**src/design/tsvf_pkg.sv**
```systemverilog
`timescale 1ns / 1ps
// ----------------------------------------------------------------------------
// tsvf_pkg
// Shared types, codes and saturation helpers for the cascaded
// state-variable filter.
// ----------------------------------------------------------------------------
package tsvf_pkg;

    // transaction payloads
    typedef struct packed {
        logic               kind;
        logic               channel;
        logic signed [31:0] sample_in;
        logic [1:0]         coef_stage;
        logic [1:0]         coef_select;
        logic [31:0]        coef_value;
    } in_item_t;

    typedef struct packed {
        logic signed [31:0] sample_out;
        logic               out_channel;
        logic               clipped;
    } out_item_t;

    // item kinds
    localparam logic KIND_SAMPLE = 1'b0;
    localparam logic KIND_COEF   = 1'b1;

    // coefficient selects
    localparam logic [1:0] COEF_G     = 2'd0;
    localparam logic [1:0] COEF_R     = 2'd1;
    localparam logic [1:0] COEF_H     = 2'd2;
    localparam logic [1:0] COEF_ALPHA = 2'd3;

    // responses
    localparam logic [1:0] RESP_LP    = 2'd0;
    localparam logic [1:0] RESP_BP    = 2'd1;
    localparam logic [1:0] RESP_HP    = 2'd2;
    localparam logic [1:0] RESP_NOTCH = 2'd3;

    // configuration register indexes
    localparam logic [1:0] CFG_STAGE_COUNT = 2'd0;
    localparam logic [1:0] CFG_RESPONSE    = 2'd1;
    localparam logic [1:0] CFG_ELLIPTIC    = 2'd2;

    typedef struct packed {
        logic [31:0] g;
        logic [31:0] r;
        logic [31:0] h;
        logic [31:0] al;
    } coef_set_t;

    // serial multiplier request and response
    typedef struct packed {
        logic               start;
        logic               uns;
        logic signed [32:0] a;
        logic [31:0]        b;
    } mul_req_t;

    typedef struct packed {
        logic               done;
        logic               clip;
        logic signed [31:0] value;
    } mul_rsp_t;

    // integrator memory control
    typedef struct packed {
        logic rd_en;
        logic wr_en;
    } mem_ctl_t;

    typedef struct packed {
        logic               clip;
        logic signed [31:0] value;
    } sat_t;

    typedef enum logic [4:0] {
        ST_IDLE,
        ST_FETCH,
        ST_LOAD,
        ST_T,
        ST_T_W,
        ST_HP,
        ST_HP_W,
        ST_GH,
        ST_GH_W,
        ST_GB,
        ST_GB_W,
        ST_UPD,
        ST_A2,
        ST_A2_W,
        ST_MIX,
        ST_MIX_W,
        ST_DONE
    } seq_state_t;

    function automatic logic signed [33:0] sext34(input logic signed [31:0] v);
        return {{2{v[31]}}, v};
    endfunction

    // clamp a 34-bit sum to the signed 32-bit range
    function automatic sat_t sat34(input logic signed [33:0] v);
        sat_t r;
        if (v[33:31] == 3'b000 || v[33:31] == 3'b111) begin
            r.clip  = 1'b0;
            r.value = v[31:0];
        end else begin
            r.clip  = 1'b1;
            r.value = v[33] ? 32'sh8000_0000 : 32'sh7FFF_FFFF;
        end
        return r;
    endfunction

endpackage

```
**src/design/cascaded_tpt_svf_filter.sv**
```systemverilog
`timescale 1ns / 1ps
// ----------------------------------------------------------------------------
// cascaded_tpt_svf_filter
// Cascade of trapezoidal state-variable sections, Q8.24, saturating.
// ----------------------------------------------------------------------------
// One audio sample runs through the configured number of sections one after
// another. Every product goes through a single bit-serial multiplier that
// has a start step, one bit step per multiplier bit, a rounding step and a
// hand-over step, and each section needs four products plus fetch, load and
// update steps, with two more products in elliptic low-pass or high-pass mode.
// The next sample is accepted only after the last section and the done state,
// which waits while the output register is full; a coefficient load gives no
// result and leaves the sequencer idle. Load all coefficients of the sections
// in use before sending samples. The finished result sits in an output
// register, so the next transaction is taken while it waits for m_ready.
// Configuration writes are taken at any time but belong in idle periods.
// ----------------------------------------------------------------------------
module cascaded_tpt_svf_filter #(
    parameter int MAX_STAGES   = 4,
    parameter int NUM_CHANNELS = 2
) (
    input  logic                aclk,
    input  logic                aresetn,
    // input items
    input  logic                s_valid,
    output logic                s_ready,
    input  tsvf_pkg::in_item_t  s_data,
    // results
    output logic                m_valid,
    input  logic                m_ready,
    output tsvf_pkg::out_item_t m_data,
    // configuration writes
    input  logic                cfg_valid,
    output logic                cfg_ready,
    input  logic [1:0]          cfg_index,
    input  logic [31:0]         cfg_data
);

    localparam int SW    = (MAX_STAGES > 1) ? $clog2(MAX_STAGES) : 1;
    localparam int DEPTH = MAX_STAGES * NUM_CHANNELS;
    localparam int AW    = (DEPTH > 1) ? $clog2(DEPTH) : 1;

    // configuration registers
    logic [2:0] stage_count_reg;
    logic [1:0] response_reg;
    logic       elliptic_reg;

    // sequencer
    tsvf_pkg::seq_state_t state_reg, state_next;
    logic [SW-1:0]  stage_reg;
    logic [2:0]     last_stage_reg;
    logic           ch_reg;
    logic           clip_reg;
    logic           last_stage;

    // coefficient store, one row per section
    tsvf_pkg::coef_set_t coef_mem [MAX_STAGES];
    tsvf_pkg::coef_set_t coef_rd_reg;

    // working values of the current section
    logic signed [31:0] x_reg, s1_reg, s2_reg, d_reg;
    logic signed [31:0] hp_reg, gh_reg, bp_reg, gb_reg, lp_reg;
    logic [31:0]        damp_reg, a2_reg;

    // output register
    logic                m_valid_reg;
    tsvf_pkg::out_item_t m_data_reg;

    tsvf_pkg::mul_req_t  mul_req;
    tsvf_pkg::mul_rsp_t  mul_rsp;
    tsvf_pkg::mem_ctl_t  mem_ctl;
    logic [AW-1:0]       mem_addr;
    logic [63:0]         mem_rd;
    logic [63:0]         mem_wr;

    logic        s_accept;
    logic        out_free;
    logic [2:0]  stage_lim;
    logic [33:0] damp_sum;
    tsvf_pkg::sat_t sat_d, sat_bp, sat_lp, sat_s1n, sat_s2n, sat_notch, sat_mix;

    assign s_ready   = (state_reg == tsvf_pkg::ST_IDLE);
    assign s_accept  = s_valid && s_ready;
    assign cfg_ready = 1'b1;
    assign out_free  = !m_valid_reg || m_ready;
    assign m_valid   = m_valid_reg;
    assign m_data    = m_data_reg;

    // section count limited to the sections built
    assign stage_lim  = (32'(stage_count_reg) > MAX_STAGES) ? 3'(MAX_STAGES)
                                                            : stage_count_reg;
    assign last_stage = (32'(stage_reg) == 32'(last_stage_reg));
    assign mem_addr   = AW'(32'(stage_reg) * NUM_CHANNELS + 32'(ch_reg));

    // adders around the multiplier
    assign damp_sum  = {1'b0, coef_rd_reg.r, 1'b0} + {2'b00, coef_rd_reg.g};
    assign sat_d     = tsvf_pkg::sat34(tsvf_pkg::sext34(x_reg)
                                       - tsvf_pkg::sext34(mul_rsp.value)
                                       - tsvf_pkg::sext34(s2_reg));
    assign sat_bp    = tsvf_pkg::sat34(tsvf_pkg::sext34(mul_rsp.value)
                                       + tsvf_pkg::sext34(s1_reg));
    assign sat_lp    = tsvf_pkg::sat34(tsvf_pkg::sext34(mul_rsp.value)
                                       + tsvf_pkg::sext34(s2_reg));
    assign sat_s1n   = tsvf_pkg::sat34(tsvf_pkg::sext34(gh_reg)
                                       + tsvf_pkg::sext34(bp_reg));
    assign sat_s2n   = tsvf_pkg::sat34(tsvf_pkg::sext34(gb_reg)
                                       + tsvf_pkg::sext34(lp_reg));
    assign sat_notch = tsvf_pkg::sat34(tsvf_pkg::sext34(lp_reg)
                                       + tsvf_pkg::sext34(hp_reg));
    // elliptic mix: the chosen output plus alpha^2 times the opposite one
    assign sat_mix   = tsvf_pkg::sat34(
                           tsvf_pkg::sext34((response_reg == tsvf_pkg::RESP_LP)
                                            ? lp_reg : hp_reg)
                           + tsvf_pkg::sext34(mul_rsp.value));

    assign mem_wr = {sat_s1n.value, sat_s2n.value};

    tsvf_serial_mul u_mul (
        .aclk    (aclk),
        .aresetn (aresetn),
        .req     (mul_req),
        .rsp     (mul_rsp)
    );

    tsvf_state_mem #(
        .DEPTH (DEPTH),
        .AW    (AW)
    ) u_state_mem (
        .aclk    (aclk),
        .aresetn (aresetn),
        .ctl     (mem_ctl),
        .addr    (mem_addr),
        .wr_data (mem_wr),
        .rd_data (mem_rd)
    );

    // configuration register writes
    always_ff @(posedge aclk) begin
        if (!aresetn) begin
            stage_count_reg <= 3'd1;
            response_reg    <= tsvf_pkg::RESP_LP;
            elliptic_reg    <= 1'b0;
        end else if (cfg_valid) begin
            case (cfg_index)
                tsvf_pkg::CFG_STAGE_COUNT: stage_count_reg <= cfg_data[2:0];
                tsvf_pkg::CFG_RESPONSE:    response_reg    <= cfg_data[1:0];
                tsvf_pkg::CFG_ELLIPTIC:    elliptic_reg    <= cfg_data[0];
                default: ;
            endcase
        end
    end

    // state register
    always_ff @(posedge aclk) begin
        if (!aresetn) begin
            state_reg <= tsvf_pkg::ST_IDLE;
        end else begin
            state_reg <= state_next;
        end
    end

    // next state, multiplier requests and memory control
    always_comb begin
        state_next    = state_reg;
        mul_req.start = 1'b0;
        mul_req.uns   = 1'b0;
        mul_req.a     = {s1_reg[31], s1_reg};
        mul_req.b     = damp_reg;
        mem_ctl.rd_en = 1'b0;
        mem_ctl.wr_en = 1'b0;
        case (state_reg)
            tsvf_pkg::ST_IDLE: begin
                if (s_accept && s_data.kind == tsvf_pkg::KIND_SAMPLE
                        && 32'(s_data.channel) < NUM_CHANNELS) begin
                    // no sections in use: the sample passes unchanged
                    state_next = (stage_lim == 3'd0) ? tsvf_pkg::ST_DONE
                                                     : tsvf_pkg::ST_FETCH;
                end
            end
            tsvf_pkg::ST_FETCH: begin
                mem_ctl.rd_en = 1'b1;
                state_next    = tsvf_pkg::ST_LOAD;
            end
            tsvf_pkg::ST_LOAD: state_next = tsvf_pkg::ST_T;
            tsvf_pkg::ST_T: begin
                mul_req.start = 1'b1;
                state_next    = tsvf_pkg::ST_T_W;
            end
            tsvf_pkg::ST_T_W: begin
                if (mul_rsp.done) state_next = tsvf_pkg::ST_HP;
            end
            tsvf_pkg::ST_HP: begin
                mul_req.start = 1'b1;
                mul_req.a     = {d_reg[31], d_reg};
                mul_req.b     = coef_rd_reg.h;
                state_next    = tsvf_pkg::ST_HP_W;
            end
            tsvf_pkg::ST_HP_W: begin
                if (mul_rsp.done) state_next = tsvf_pkg::ST_GH;
            end
            tsvf_pkg::ST_GH: begin
                mul_req.start = 1'b1;
                mul_req.a     = {hp_reg[31], hp_reg};
                mul_req.b     = coef_rd_reg.g;
                state_next    = tsvf_pkg::ST_GH_W;
            end
            tsvf_pkg::ST_GH_W: begin
                if (mul_rsp.done) state_next = tsvf_pkg::ST_GB;
            end
            tsvf_pkg::ST_GB: begin
                mul_req.start = 1'b1;
                mul_req.a     = {bp_reg[31], bp_reg};
                mul_req.b     = coef_rd_reg.g;
                state_next    = tsvf_pkg::ST_GB_W;
            end
            tsvf_pkg::ST_GB_W: begin
                if (mul_rsp.done) state_next = tsvf_pkg::ST_UPD;
            end
            tsvf_pkg::ST_UPD: begin
                mem_ctl.wr_en = 1'b1;
                if (elliptic_reg && (response_reg == tsvf_pkg::RESP_LP
                                     || response_reg == tsvf_pkg::RESP_HP)) begin
                    state_next = tsvf_pkg::ST_A2;
                end else begin
                    state_next = last_stage ? tsvf_pkg::ST_DONE : tsvf_pkg::ST_FETCH;
                end
            end
            tsvf_pkg::ST_A2: begin
                mul_req.start = 1'b1;
                mul_req.uns   = 1'b1;
                mul_req.a     = {1'b0, coef_rd_reg.al};
                mul_req.b     = coef_rd_reg.al;
                state_next    = tsvf_pkg::ST_A2_W;
            end
            tsvf_pkg::ST_A2_W: begin
                if (mul_rsp.done) state_next = tsvf_pkg::ST_MIX;
            end
            tsvf_pkg::ST_MIX: begin
                mul_req.start = 1'b1;
                mul_req.a     = (response_reg == tsvf_pkg::RESP_LP)
                                ? {hp_reg[31], hp_reg} : {lp_reg[31], lp_reg};
                mul_req.b     = a2_reg;
                state_next    = tsvf_pkg::ST_MIX_W;
            end
            tsvf_pkg::ST_MIX_W: begin
                if (mul_rsp.done) begin
                    state_next = last_stage ? tsvf_pkg::ST_DONE : tsvf_pkg::ST_FETCH;
                end
            end
            tsvf_pkg::ST_DONE: begin
                if (out_free) state_next = tsvf_pkg::ST_IDLE;
            end
            default: state_next = tsvf_pkg::ST_IDLE;
        endcase
    end

    // coefficient store
    always_ff @(posedge aclk) begin
        if (s_accept && s_data.kind == tsvf_pkg::KIND_COEF
                && 32'(s_data.coef_stage) < MAX_STAGES) begin
            case (s_data.coef_select)
                tsvf_pkg::COEF_G:     coef_mem[SW'(s_data.coef_stage)].g  <= s_data.coef_value;
                tsvf_pkg::COEF_R:     coef_mem[SW'(s_data.coef_stage)].r  <= s_data.coef_value;
                tsvf_pkg::COEF_H:     coef_mem[SW'(s_data.coef_stage)].h  <= s_data.coef_value;
                tsvf_pkg::COEF_ALPHA: coef_mem[SW'(s_data.coef_stage)].al <= s_data.coef_value;
                default: ;
            endcase
        end
        if (state_reg == tsvf_pkg::ST_FETCH) begin
            coef_rd_reg <= coef_mem[stage_reg];
        end
    end

    // sequencer control: stage counter and clip flag
    always_ff @(posedge aclk) begin
        if (!aresetn) begin
            stage_reg <= '0;
            clip_reg  <= 1'b0;
        end else begin
            case (state_reg)
                tsvf_pkg::ST_IDLE: begin
                    if (s_accept) begin
                        stage_reg <= '0;
                        clip_reg  <= 1'b0;
                    end
                end
                tsvf_pkg::ST_LOAD: clip_reg <= clip_reg | (damp_sum[33:32] != 2'b00);
                tsvf_pkg::ST_T_W: begin
                    if (mul_rsp.done) clip_reg <= clip_reg | mul_rsp.clip | sat_d.clip;
                end
                tsvf_pkg::ST_HP_W, tsvf_pkg::ST_A2_W: begin
                    if (mul_rsp.done) clip_reg <= clip_reg | mul_rsp.clip;
                end
                tsvf_pkg::ST_GH_W: begin
                    if (mul_rsp.done) clip_reg <= clip_reg | mul_rsp.clip | sat_bp.clip;
                end
                tsvf_pkg::ST_GB_W: begin
                    if (mul_rsp.done) clip_reg <= clip_reg | mul_rsp.clip | sat_lp.clip;
                end
                tsvf_pkg::ST_UPD: begin
                    clip_reg <= clip_reg | sat_s1n.clip | sat_s2n.clip
                                | (response_reg == tsvf_pkg::RESP_NOTCH && sat_notch.clip);
                    if (state_next == tsvf_pkg::ST_FETCH) stage_reg <= stage_reg + SW'(1);
                end
                tsvf_pkg::ST_MIX_W: begin
                    if (mul_rsp.done) begin
                        clip_reg <= clip_reg | mul_rsp.clip | sat_mix.clip;
                        if (!last_stage) stage_reg <= stage_reg + SW'(1);
                    end
                end
                default: ;
            endcase
        end
    end

    // section datapath registers
    always_ff @(posedge aclk) begin
        case (state_reg)
            tsvf_pkg::ST_IDLE: begin
                if (s_accept) begin
                    x_reg          <= s_data.sample_in;
                    ch_reg         <= s_data.channel;
                    last_stage_reg <= stage_lim - 3'd1;
                end
            end
            tsvf_pkg::ST_LOAD: begin
                s1_reg   <= mem_rd[63:32];
                s2_reg   <= mem_rd[31:0];
                damp_reg <= (damp_sum[33:32] != 2'b00) ? 32'hFFFF_FFFF : damp_sum[31:0];
            end
            tsvf_pkg::ST_T_W:  if (mul_rsp.done) d_reg  <= sat_d.value;
            tsvf_pkg::ST_HP_W: if (mul_rsp.done) hp_reg <= mul_rsp.value;
            tsvf_pkg::ST_GH_W: begin
                if (mul_rsp.done) begin
                    gh_reg <= mul_rsp.value;
                    bp_reg <= sat_bp.value;
                end
            end
            tsvf_pkg::ST_GB_W: begin
                if (mul_rsp.done) begin
                    gb_reg <= mul_rsp.value;
                    lp_reg <= sat_lp.value;
                end
            end
            tsvf_pkg::ST_UPD: begin
                // section output feeds the next section
                case (response_reg)
                    tsvf_pkg::RESP_BP:    x_reg <= bp_reg;
                    tsvf_pkg::RESP_NOTCH: x_reg <= sat_notch.value;
                    tsvf_pkg::RESP_LP:    x_reg <= lp_reg;
                    default:              x_reg <= hp_reg;
                endcase
            end
            tsvf_pkg::ST_A2_W:  if (mul_rsp.done) a2_reg <= mul_rsp.value;
            tsvf_pkg::ST_MIX_W: if (mul_rsp.done) x_reg  <= sat_mix.value;
            default: ;
        endcase
    end

    // output register, parted from the sequencer
    always_ff @(posedge aclk) begin
        if (!aresetn) begin
            m_valid_reg <= 1'b0;
        end else if (state_reg == tsvf_pkg::ST_DONE && out_free) begin
            m_valid_reg <= 1'b1;
        end else if (m_ready) begin
            m_valid_reg <= 1'b0;
        end
    end

    always_ff @(posedge aclk) begin
        if (state_reg == tsvf_pkg::ST_DONE && out_free) begin
            m_data_reg.sample_out  <= x_reg;
            m_data_reg.out_channel <= ch_reg;
            m_data_reg.clipped     <= clip_reg;
        end
    end

`ifndef SYNTHESIS
    // multiplier results only arrive while the sequencer waits for one
    a_mul_done_in_wait: assert property (@(posedge aclk) disable iff (!aresetn)
        mul_rsp.done |-> (state_reg == tsvf_pkg::ST_T_W || state_reg == tsvf_pkg::ST_HP_W
                          || state_reg == tsvf_pkg::ST_GH_W || state_reg == tsvf_pkg::ST_GB_W
                          || state_reg == tsvf_pkg::ST_A2_W || state_reg == tsvf_pkg::ST_MIX_W))
        else $error("multiplier result outside a wait state");

    // a coefficient load never starts the sequencer
    a_coef_stays_idle: assert property (@(posedge aclk) disable iff (!aresetn)
        (s_accept && s_data.kind == tsvf_pkg::KIND_COEF) |=> state_reg == tsvf_pkg::ST_IDLE)
        else $error("coefficient load left idle");

    // a result is only loaded from the done state
    a_result_from_done: assert property (@(posedge aclk) disable iff (!aresetn)
        $rose(m_valid_reg) |-> $past(state_reg) == tsvf_pkg::ST_DONE)
        else $error("result loaded outside the done state");

    // the stage counter never passes the last section in use
    a_stage_bound: assert property (@(posedge aclk) disable iff (!aresetn)
        (state_reg == tsvf_pkg::ST_FETCH) |-> 32'(stage_reg) <= 32'(last_stage_reg))
        else $error("stage counter beyond the last section");
`endif

endmodule

```
**src/design/tsvf_serial_mul.sv**
```systemverilog
`timescale 1ns / 1ps
// ----------------------------------------------------------------------------
// tsvf_serial_mul
// Bit-serial shift-add multiplier: signed 33-bit times unsigned 32-bit,
// one multiplier bit per cycle, then Q8.24 round half up and saturation.
// ----------------------------------------------------------------------------
module tsvf_serial_mul (
    input  logic               aclk,
    input  logic               aresetn,
    input  tsvf_pkg::mul_req_t req,
    output tsvf_pkg::mul_rsp_t rsp
);

    logic               busy_reg;
    logic               fin_reg;
    logic               uns_reg;
    logic [4:0]         cnt_reg;
    logic signed [32:0] a_reg;
    logic [31:0]        b_reg;
    logic signed [33:0] hi_reg;
    logic [31:0]        lo_reg;
    logic               done_reg;
    logic               clip_reg;
    logic signed [31:0] value_reg;

    logic signed [33:0] hs;
    logic signed [65:0] prod;
    logic signed [65:0] rnd;
    logic signed [41:0] q;

    // partial product add for the current multiplier bit
    assign hs   = hi_reg + (b_reg[0] ? {a_reg[32], a_reg} : 34'sd0);
    assign prod = {hi_reg, lo_reg};
    assign rnd  = prod + 66'sd8388608;
    assign q    = rnd[65:24];

    always_ff @(posedge aclk) begin
        if (!aresetn) begin
            busy_reg <= 1'b0;
            fin_reg  <= 1'b0;
            done_reg <= 1'b0;
        end else begin
            done_reg <= 1'b0;
            if (req.start) begin
                busy_reg <= 1'b1;
            end else if (busy_reg && cnt_reg == 5'd31) begin
                busy_reg <= 1'b0;
                fin_reg  <= 1'b1;
            end else if (fin_reg) begin
                fin_reg  <= 1'b0;
                done_reg <= 1'b1;
            end
        end
    end

    always_ff @(posedge aclk) begin
        if (req.start) begin
            a_reg   <= req.a;
            b_reg   <= req.b;
            uns_reg <= req.uns;
            hi_reg  <= '0;
            lo_reg  <= '0;
            cnt_reg <= '0;
        end else if (busy_reg) begin
            hi_reg  <= {hs[33], hs[33:1]};
            lo_reg  <= {hs[0], lo_reg[31:1]};
            b_reg   <= {1'b0, b_reg[31:1]};
            cnt_reg <= cnt_reg + 5'd1;
        end
        if (fin_reg) begin
            if (uns_reg) begin
                clip_reg  <= (q[41:32] != 10'd0);
                value_reg <= (q[41:32] != 10'd0) ? 32'hFFFF_FFFF : q[31:0];
            end else if (q[41:31] == 11'd0 || q[41:31] == 11'h7FF) begin
                clip_reg  <= 1'b0;
                value_reg <= q[31:0];
            end else begin
                clip_reg  <= 1'b1;
                value_reg <= q[41] ? 32'sh8000_0000 : 32'sh7FFF_FFFF;
            end
        end
    end

    assign rsp = {done_reg, clip_reg, value_reg};

endmodule

```
**src/design/tsvf_state_mem.sv**
```systemverilog
`timescale 1ns / 1ps
// ----------------------------------------------------------------------------
// tsvf_state_mem
// Integrator pair memory, one entry per section and channel, with
// per-entry valid bits so that unwritten entries read as zero.
// ----------------------------------------------------------------------------
module tsvf_state_mem #(
    parameter int DEPTH = 8,
    parameter int AW    = 3
) (
    input  logic               aclk,
    input  logic               aresetn,
    input  tsvf_pkg::mem_ctl_t ctl,
    input  logic [AW-1:0]      addr,
    input  logic [63:0]        wr_data,
    output logic [63:0]        rd_data
);

    logic [63:0]      mem [DEPTH];
    logic [DEPTH-1:0] valid_reg;
    logic [63:0]      rd_data_reg;

    always_ff @(posedge aclk) begin
        if (!aresetn) begin
            valid_reg <= '0;
        end else if (ctl.wr_en) begin
            valid_reg[addr] <= 1'b1;
        end
    end

    always_ff @(posedge aclk) begin
        if (ctl.wr_en) begin
            mem[addr] <= wr_data;
        end
        if (ctl.rd_en) begin
            rd_data_reg <= valid_reg[addr] ? mem[addr] : 64'd0;
        end
    end

    assign rd_data = rd_data_reg;

endmodule

```
**config.mk**
```make
export PLATFORM = sky130hd
export DESIGN_NAME = cascaded_tpt_svf_filter
export DESIGN_NICKNAME = d
export VERILOG_FILES = /design/src/design/tsvf_pkg.sv /design/src/design/cascaded_tpt_svf_filter.sv /design/src/design/tsvf_serial_mul.sv /design/src/design/tsvf_state_mem.sv
export SDC_FILE = /design/constraint.sdc
export NUM_CORES = 2
export LEC_CHECK = 0
export BUFFER_PORTS_ARGS = -buffer_cell sky130_fd_sc_hd__buf_2
export CAP_MARGIN = 10
export CORE_ASPECT_RATIO = 1.75
export CORE_MARGIN = 3
export CORE_UTILIZATION = 25
export CTS_CLUSTER_DIAMETER = 40
export DETAILED_ROUTE_END_ITERATION = 16
export MAX_ROUTING_LAYER = met4
export PLACE_DENSITY = 0.39
export SLEW_MARGIN = 20
export SYNTH_ARGS = -nofsm -noshare
export SYNTH_HDL_FRONTEND = slang
export SYNTH_HIERARCHICAL = 1
export SYNTH_SLANG_ARGS = --single-unit
```
**constraint.sdc**
```tcl
create_clock -name aclk -period 25.5 [get_ports aclk]
set_clock_uncertainty 0.2 [all_clocks]
set_input_delay 2.55 -clock aclk [delete_from_list [all_inputs] [get_ports aclk]]
set_output_delay 2.55 -clock aclk [all_outputs]
set_load 0.01 [all_outputs]
```
======== Word-level counts from Yosys, hierarchy flattened ========
Memories as Yosys holds them, arrays and structs flattened. A register that Yosys moved wholly into a read port is not among the register bits.
Index checks and enable logic that the tools add are counted.
storage, ports and cells
  register bits after elaboration ......... 585
  bits in writable memories ............... 1024
  output and inout port bits .............. 37
  logic and storage cells ................. 248
  memories ................................ 2
cells by class
  add/sub/neg operators ................... 15
  magnitude comparators ................... 3
  equal/unequal tests ..................... 43
  mux-type cells .......................... 83
  bitwise logic cells ..................... 12
  reduce and logical (&&, ||, !) cells .... 55
memory list
  name             depth  bits a word  read ports  clocked after Yosys merged registers in  write ports  line                           source
  coef_mem         4      128          1           1                                        1            cascaded_tpt_svf_filter.sv:57  tsvf_pkg::coef_set_t coef_mem [MAX_STAGES];
  u_state_mem.mem  8      64           1           1                                        1            tsvf_state_mem.sv:19           logic [63:0] mem [DEPTH];
operators with widths
  kind                                                   number
  two-way mux 32 bit                                     16
  case mux 65 bit (5 select lines)                       1
  two-way mux 33 bit                                     8
  adder 32 x 32 -> 33 bit                                6
  case mux 32 bit (3 select lines)                       2
  case mux 5 bit (17 select lines)                       1
  adder 65 x 25 -> 66 bit, second input constant         1
  two-way mux 5 bit                                      11
  equality test 5 x 4 -> 1 bit, second input constant    8
  adder 33 x 32 -> 34 bit                                1
  adder 34 bit                                           1
  two-way mux 1 bit                                      34
  two-way mux 34 bit                                     1
  subtractor 33 x 32 -> 34 bit                           1
  subtractor 32 x 32 -> 33 bit                           1
  logical NOT 3 bit                                      8
  equality test 3 bit, second input constant             7
  equality test 5 x 3 -> 1 bit, second input constant    4
  AND reduction 2 bit                                    9
  inequality test 2 x 1 -> 1 bit, second input constant  6
  equality test 11 bit, second input constant            1
  logical NOT 11 bit                                     1
  equality test 2 bit, second input constant             5
  equality test 5 x 1 -> 1 bit, second input constant    2
  36 further kinds                                       75

======== Depth between registers and ports, before layout ========
  word-level depth ........................ 9
  gate-level depth with buffers ........... 18

======== Hierarchy ========
Netlist, hierarchy kept.
modules (own cells, without submodules)
  module                   instances  cells an instance  area each (um2)
  cascaded_tpt_svf_filter  1          4201               54447.2
  tsvf_state_mem           1          910                21652.0
  tsvf_serial_mul          1          767                8435.6

======== Worst setup path before layout ========
Ideal clock, no wire load.
  path kind ............................... register to register
  from .................................... register state_reg[2]
  to ...................................... register, netlist name coef_rd_reg[0]
  arrival ................................. 19.077 ns
  setup slack ............................. 5.009 ns
  stages on the path, launching flop included .. 5
  clock period less this slack ............ 20.491 ns
  cell sequence ........................... dfxtp_1 > clkbuf_1 > clkbuf_1 > clkbuf_1 > nor4_1
on the way
  word-level cells in the longest chain between the ends .. 1
ends and longest elaborated chain
  item                          line                            source
  from (decl)                   cascaded_tpt_svf_filter.sv:49   tsvf_pkg::seq_state_t state_reg, state_next;
  from (signal assigned)        cascaded_tpt_svf_filter.sv:156  state_reg <= tsvf_pkg::ST_IDLE;
  from (signal assigned)        cascaded_tpt_svf_filter.sv:158  state_reg <= state_next;
  equality test 5 x 1 -> 1 bit  cascaded_tpt_svf_filter.sv:269  if (state_reg == tsvf_pkg::ST_FETCH) begin
Every way passes these cells.
A chain may end at the register's enable or synchronous reset.

======== Worst setup path after layout ========
  from .................................... register response_reg[1]
  to ...................................... register x_reg[28], data pin
on the way
  word-level cells in the longest chain between the ends .. 8
  elaborated cells on any way between the ends .. 13
ends and longest elaborated chain
  item                                                             line                                                            source
  from (decl)                                                      cascaded_tpt_svf_filter.sv:45                                   logic [1:0] response_reg;
  from (signal assigned)                                           cascaded_tpt_svf_filter.sv:141                                  response_reg <= tsvf_pkg::RESP_LP;
  from (signal assigned)                                           cascaded_tpt_svf_filter.sv:146                                  tsvf_pkg::CFG_RESPONSE: response_reg <= cfg_data[1:0];
  logical NOT 2 bit                                                cascaded_tpt_svf_filter.sv:112, cascaded_tpt_svf_filter.sv:347
  two-way mux 32 bit                                               cascaded_tpt_svf_filter.sv:113                                  ? lp_reg : hp_reg)
  adder 32 x 32 -> 33 bit                                          cascaded_tpt_svf_filter.sv:114                                  + tsvf_pkg::sext34(mul_rsp.value));
  equality test 3 bit / logical NOT 3 bit (equally long branches)  tsvf_pkg.sv:105                                                 if (v[33:31] == 3'b000 || v[33:31] == 3'b111) begin
  logical OR 1 bit                                                 tsvf_pkg.sv:105
  two-way mux 33 bit                                               tsvf_pkg.sv:105
  two-way mux 32 bit                                               cascaded_tpt_svf_filter.sv:355                                  tsvf_pkg::ST_MIX_W: if (mul_rsp.done) x_reg <= sat_mix.value;
  case mux 32 bit (3 select lines) *                               cascaded_tpt_svf_filter.sv:318                                  case (state_reg)
  to (signal assigned)                                             cascaded_tpt_svf_filter.sv:321                                  x_reg <= s_data.sample_in;
  to (signal assigned)                                             cascaded_tpt_svf_filter.sv:351                                  default: x_reg <= hp_reg;
  to (signal assigned)                                             cascaded_tpt_svf_filter.sv:355
  to (decl)                                                        cascaded_tpt_svf_filter.sv:61                                   logic signed [31:0] x_reg, s1_reg, s2_reg, d_reg;
Every way passes the cells marked *; elsewhere a longest branch is shown, timed or not. The select of a mux whose other input is x is not followed.

==> impl_metrics.tcl <==
set metrics [dict create \
    grt_max_degree 111 \
    drcViolationCount 0 \
    clkPwrFrac 0.424 \
    hold_slack_ps 174.5 \
    fin_crit_sh 0.2356 \
    max_slew.worst_pin.slew_ps 1129 \
    track_usage 0.1806 \
    area_delta_synth_final_pct 16.44 \
    setup_tns_ps 0 \
    antenna_left 0 \
    grt_pass1_vias 55420 \
    setup_viol 0 \
    syn_nets 6354 \
    final.fill_count 33690 \
    required_ps 25900 \
    start_util 0.2518 \
    sw_frac_of_total 0.2694 \
    min_from "u_state_mem/rd_data[55]" \
    dp_cells 10290 \
    die_area_mm2 0.3454 \
    ys_seq_area_frac 0.6229 \
    cp.arrival_ps 6410 \
    cts_root_buf "clkbuf_16" \
    met2_length_um 163400 \
    regArea_mm2 0.05267 \
    htreeDepth 4 \
    cts_hold_buf 0 \
    post_synth_num_cell_types 115 \
    syn_avg_cell_area_um2 14.38 \
    leakage_nw 33.04 \
    place.gp.congestion 0.9243 \
    switchingPower_mw 2.010 \
    synth_cells 5878 \
    power_frac_comb 0.115 \
    power.density_mw_per_mm2 75.77 \
    synth-main-ff-cell "edfxtp_1" \
    clk_latency_ps 880 \
    hpwl_um 222000 \
    hold_viol_final 0 \
    wl_met3_um 11830 \
    crit_fanout 42 \
    whs_endpoint "s1_reg[23]" \
    status "finished, final reports clean" \
    start_kind "flop" \
    maxCapViolations 0 \
    rr_endpoint "x_reg[28]" \
    min_period_ps 6008 \
    cts_setup_buffers 0 \
    antenna_found_initial 46 \
    ys_seq_elements 1778 \
    clkSinkCount 1778 \
    cts_resized 0 \
    gr-total-overflow 0 \
    met1_length_um 109200 \
    synth_warnings 6 \
    final_cells 10710 \
    clkTransAtPathRegs_ps 60 \
    whs_path_depth 0 \
    core_mm2 0.3358 \
    cts_buffer_depth 4 \
    multi_input_area_mm2 0.03050 \
    min_path_type "reg2reg" \
    cts_tree "built" \
    io_buffers 115 \
    final_cell_mix "edfxtp_1 (1,705), nand2_1 (362), ha_1 (327), a21oi_1 (318), nor2_1 (307)" \
    cp-end-kind "flop" \
    wl_um 309100 \
    rsz0062_at_grt "false" \
    slew_violations 0 \
    final_nets 6597 \
    async_flop_share 0 \
    synth_edf_count 1705 \
    die_y_um 775.3 \
    numCtsBuffers 218 \
    num_rows 281 \
    syn_area_mm2 0.08453 \
    grt_pass1_wl_um 431200 \
    dr.first_iter.drc_count 4025 \
    final_common_cell "edfxtp_1" \
    drt_pass1_iterations 8 \
    reg2reg_setup_slack_ps 19490 \
    wl_per_cell_um 28.87 \
    highest_layer "met4" \
    p_seq_frac 0.460 \
    vias_per_cell 4.931 \
    ios 146 \
    ir_drop_uv 54.59 \
    drive_gt1_frac 0.1727 \
    dieWidth_um 445.6 \
    vias 52800 \
    fmax_mhz 166.4 \
    p_int_mw 5.449 \
    relSlewSlack 0.2456 \
    timing.rr.start "response_reg[1]" \
    critPathKind "reg2reg" \
    reg2regPathDepth 18 \
]
[power groups by stage]
stage,combinational (mW),sequential [mW],clock (mW)
global route,0.944,3.44,3.36
finish,0.861,3.43,3.16
global placement,0.857,3.50,0
detailed placement,0.861,3.50,0
CTS,0.869,3.44,3.27
floorplan,0.577,3.44,0
[how the worst max path moves through the flow]
| stage | to | start | slack [ps] |
|---|---|---|---|
| finish | x_reg[28] | response_reg[1] | 19490 |
| global placement | x_reg[28] | response_reg[1] | 19600 |
| floorplan | coef_rd_reg[0] | state_reg[2] | 5010 |
| detailed placement | d_reg[16] | s2_reg[0] | 19560 |
| CTS | d_reg[7] | s2_reg[0] | 19480 |
| global route | x_reg[28] | response_reg[1] | 19280 |
[layout make-up]
type                       instances  area share
timing repair buffer             270     0.01830
inverter                         171    0.006521
multi-input combinational       3682      0.3098
clock buffer                     241     0.05705
sequential                      1778      0.5351
antenna                           25   0.0006356
clock inverter                   153     0.01683
tap                             4386     0.05575
[per-layer routing]
metal,GRT usage,vias to the layer above
met5,-,-
met4,0.1167,0
met3,0.02005,534
met2,0.3262,1428
met1,0.1847,27260
li1,-,23570
[through the flow]
step | util | instance area (um2) | power (mW) | setup slack [ps]
2_1_floorplan | - | 84530 | 4.021 | 5009
3_3_place_gp | 0.2713 | 91080 | 4.353 | 19600
3_5_place_dp | 0.2713 | 91080 | 4.358 | 19560
4_1_cts | 0.2929 | 98350 | 7.572 | 19480
5_1_grt | 0.2931 | 98420 | 7.744 | 19280
6_report | 0.2932 | 98430 | 7.458 | 19490
[kinds of logic (layout without fill, tap and decap cells)]
| group | Yosys count | in the layout | share of synthesized area |
|---|---|---|---|
| AND/OR/NAND/NOR | 1274 | 1274 | 0.07353 |
| adder cells (fa/ha/maj) | 394 | 394 | 0.06107 |
| buffers and inverters | 418 | 835 | 0.02028 |
| AO/OA/AOI/OAI | 1327 | 1327 | 0.1050 |
| other | 1 | 26 | 0.00004436 |
| XOR/XNOR | 262 | 262 | 0.02741 |
| multiplexers | 424 | 424 | 0.08977 |
| flip-flops | 1778 | 1778 | 0.6229 |
[critical path, stage by stage, from the launching register on]
cell and delay (ps):
dfxtp_2 310, buf_4 510, nor2_4 60, buf_4 230, mux2_2 250, ha_1 180, inv_1 70, fa_1 440
nor2b_1 190, o2111ai_1 190, a31oi_1 440, o211ai_1 480, a21boi_0 570, and3_1 280, nor3_4 50, buf_4 280
or4b_2 660, nand3_1 110, o211ai_1 90
[Yosys cell counts, drive strengths merged (73+ instances only)]
library cell     n  area, um2
nor3            83      425.4
xor2           109      969.7
o21ai          314       1620
edfxtp        1705      51200
mux4           260       5856
buf             82      447.9
clkbuf         165      624.4
a21oi          333       1719
nand2          362       1359
mux2i          101       1023
dfxtp           73       1461
inv            171      641.9
nand3          147      740.7
ha             327       4091
a21o           142       1066
nor2           330       1241
xnor2          153       1348
No activity file was read; power rests on OpenSTA's default activity.
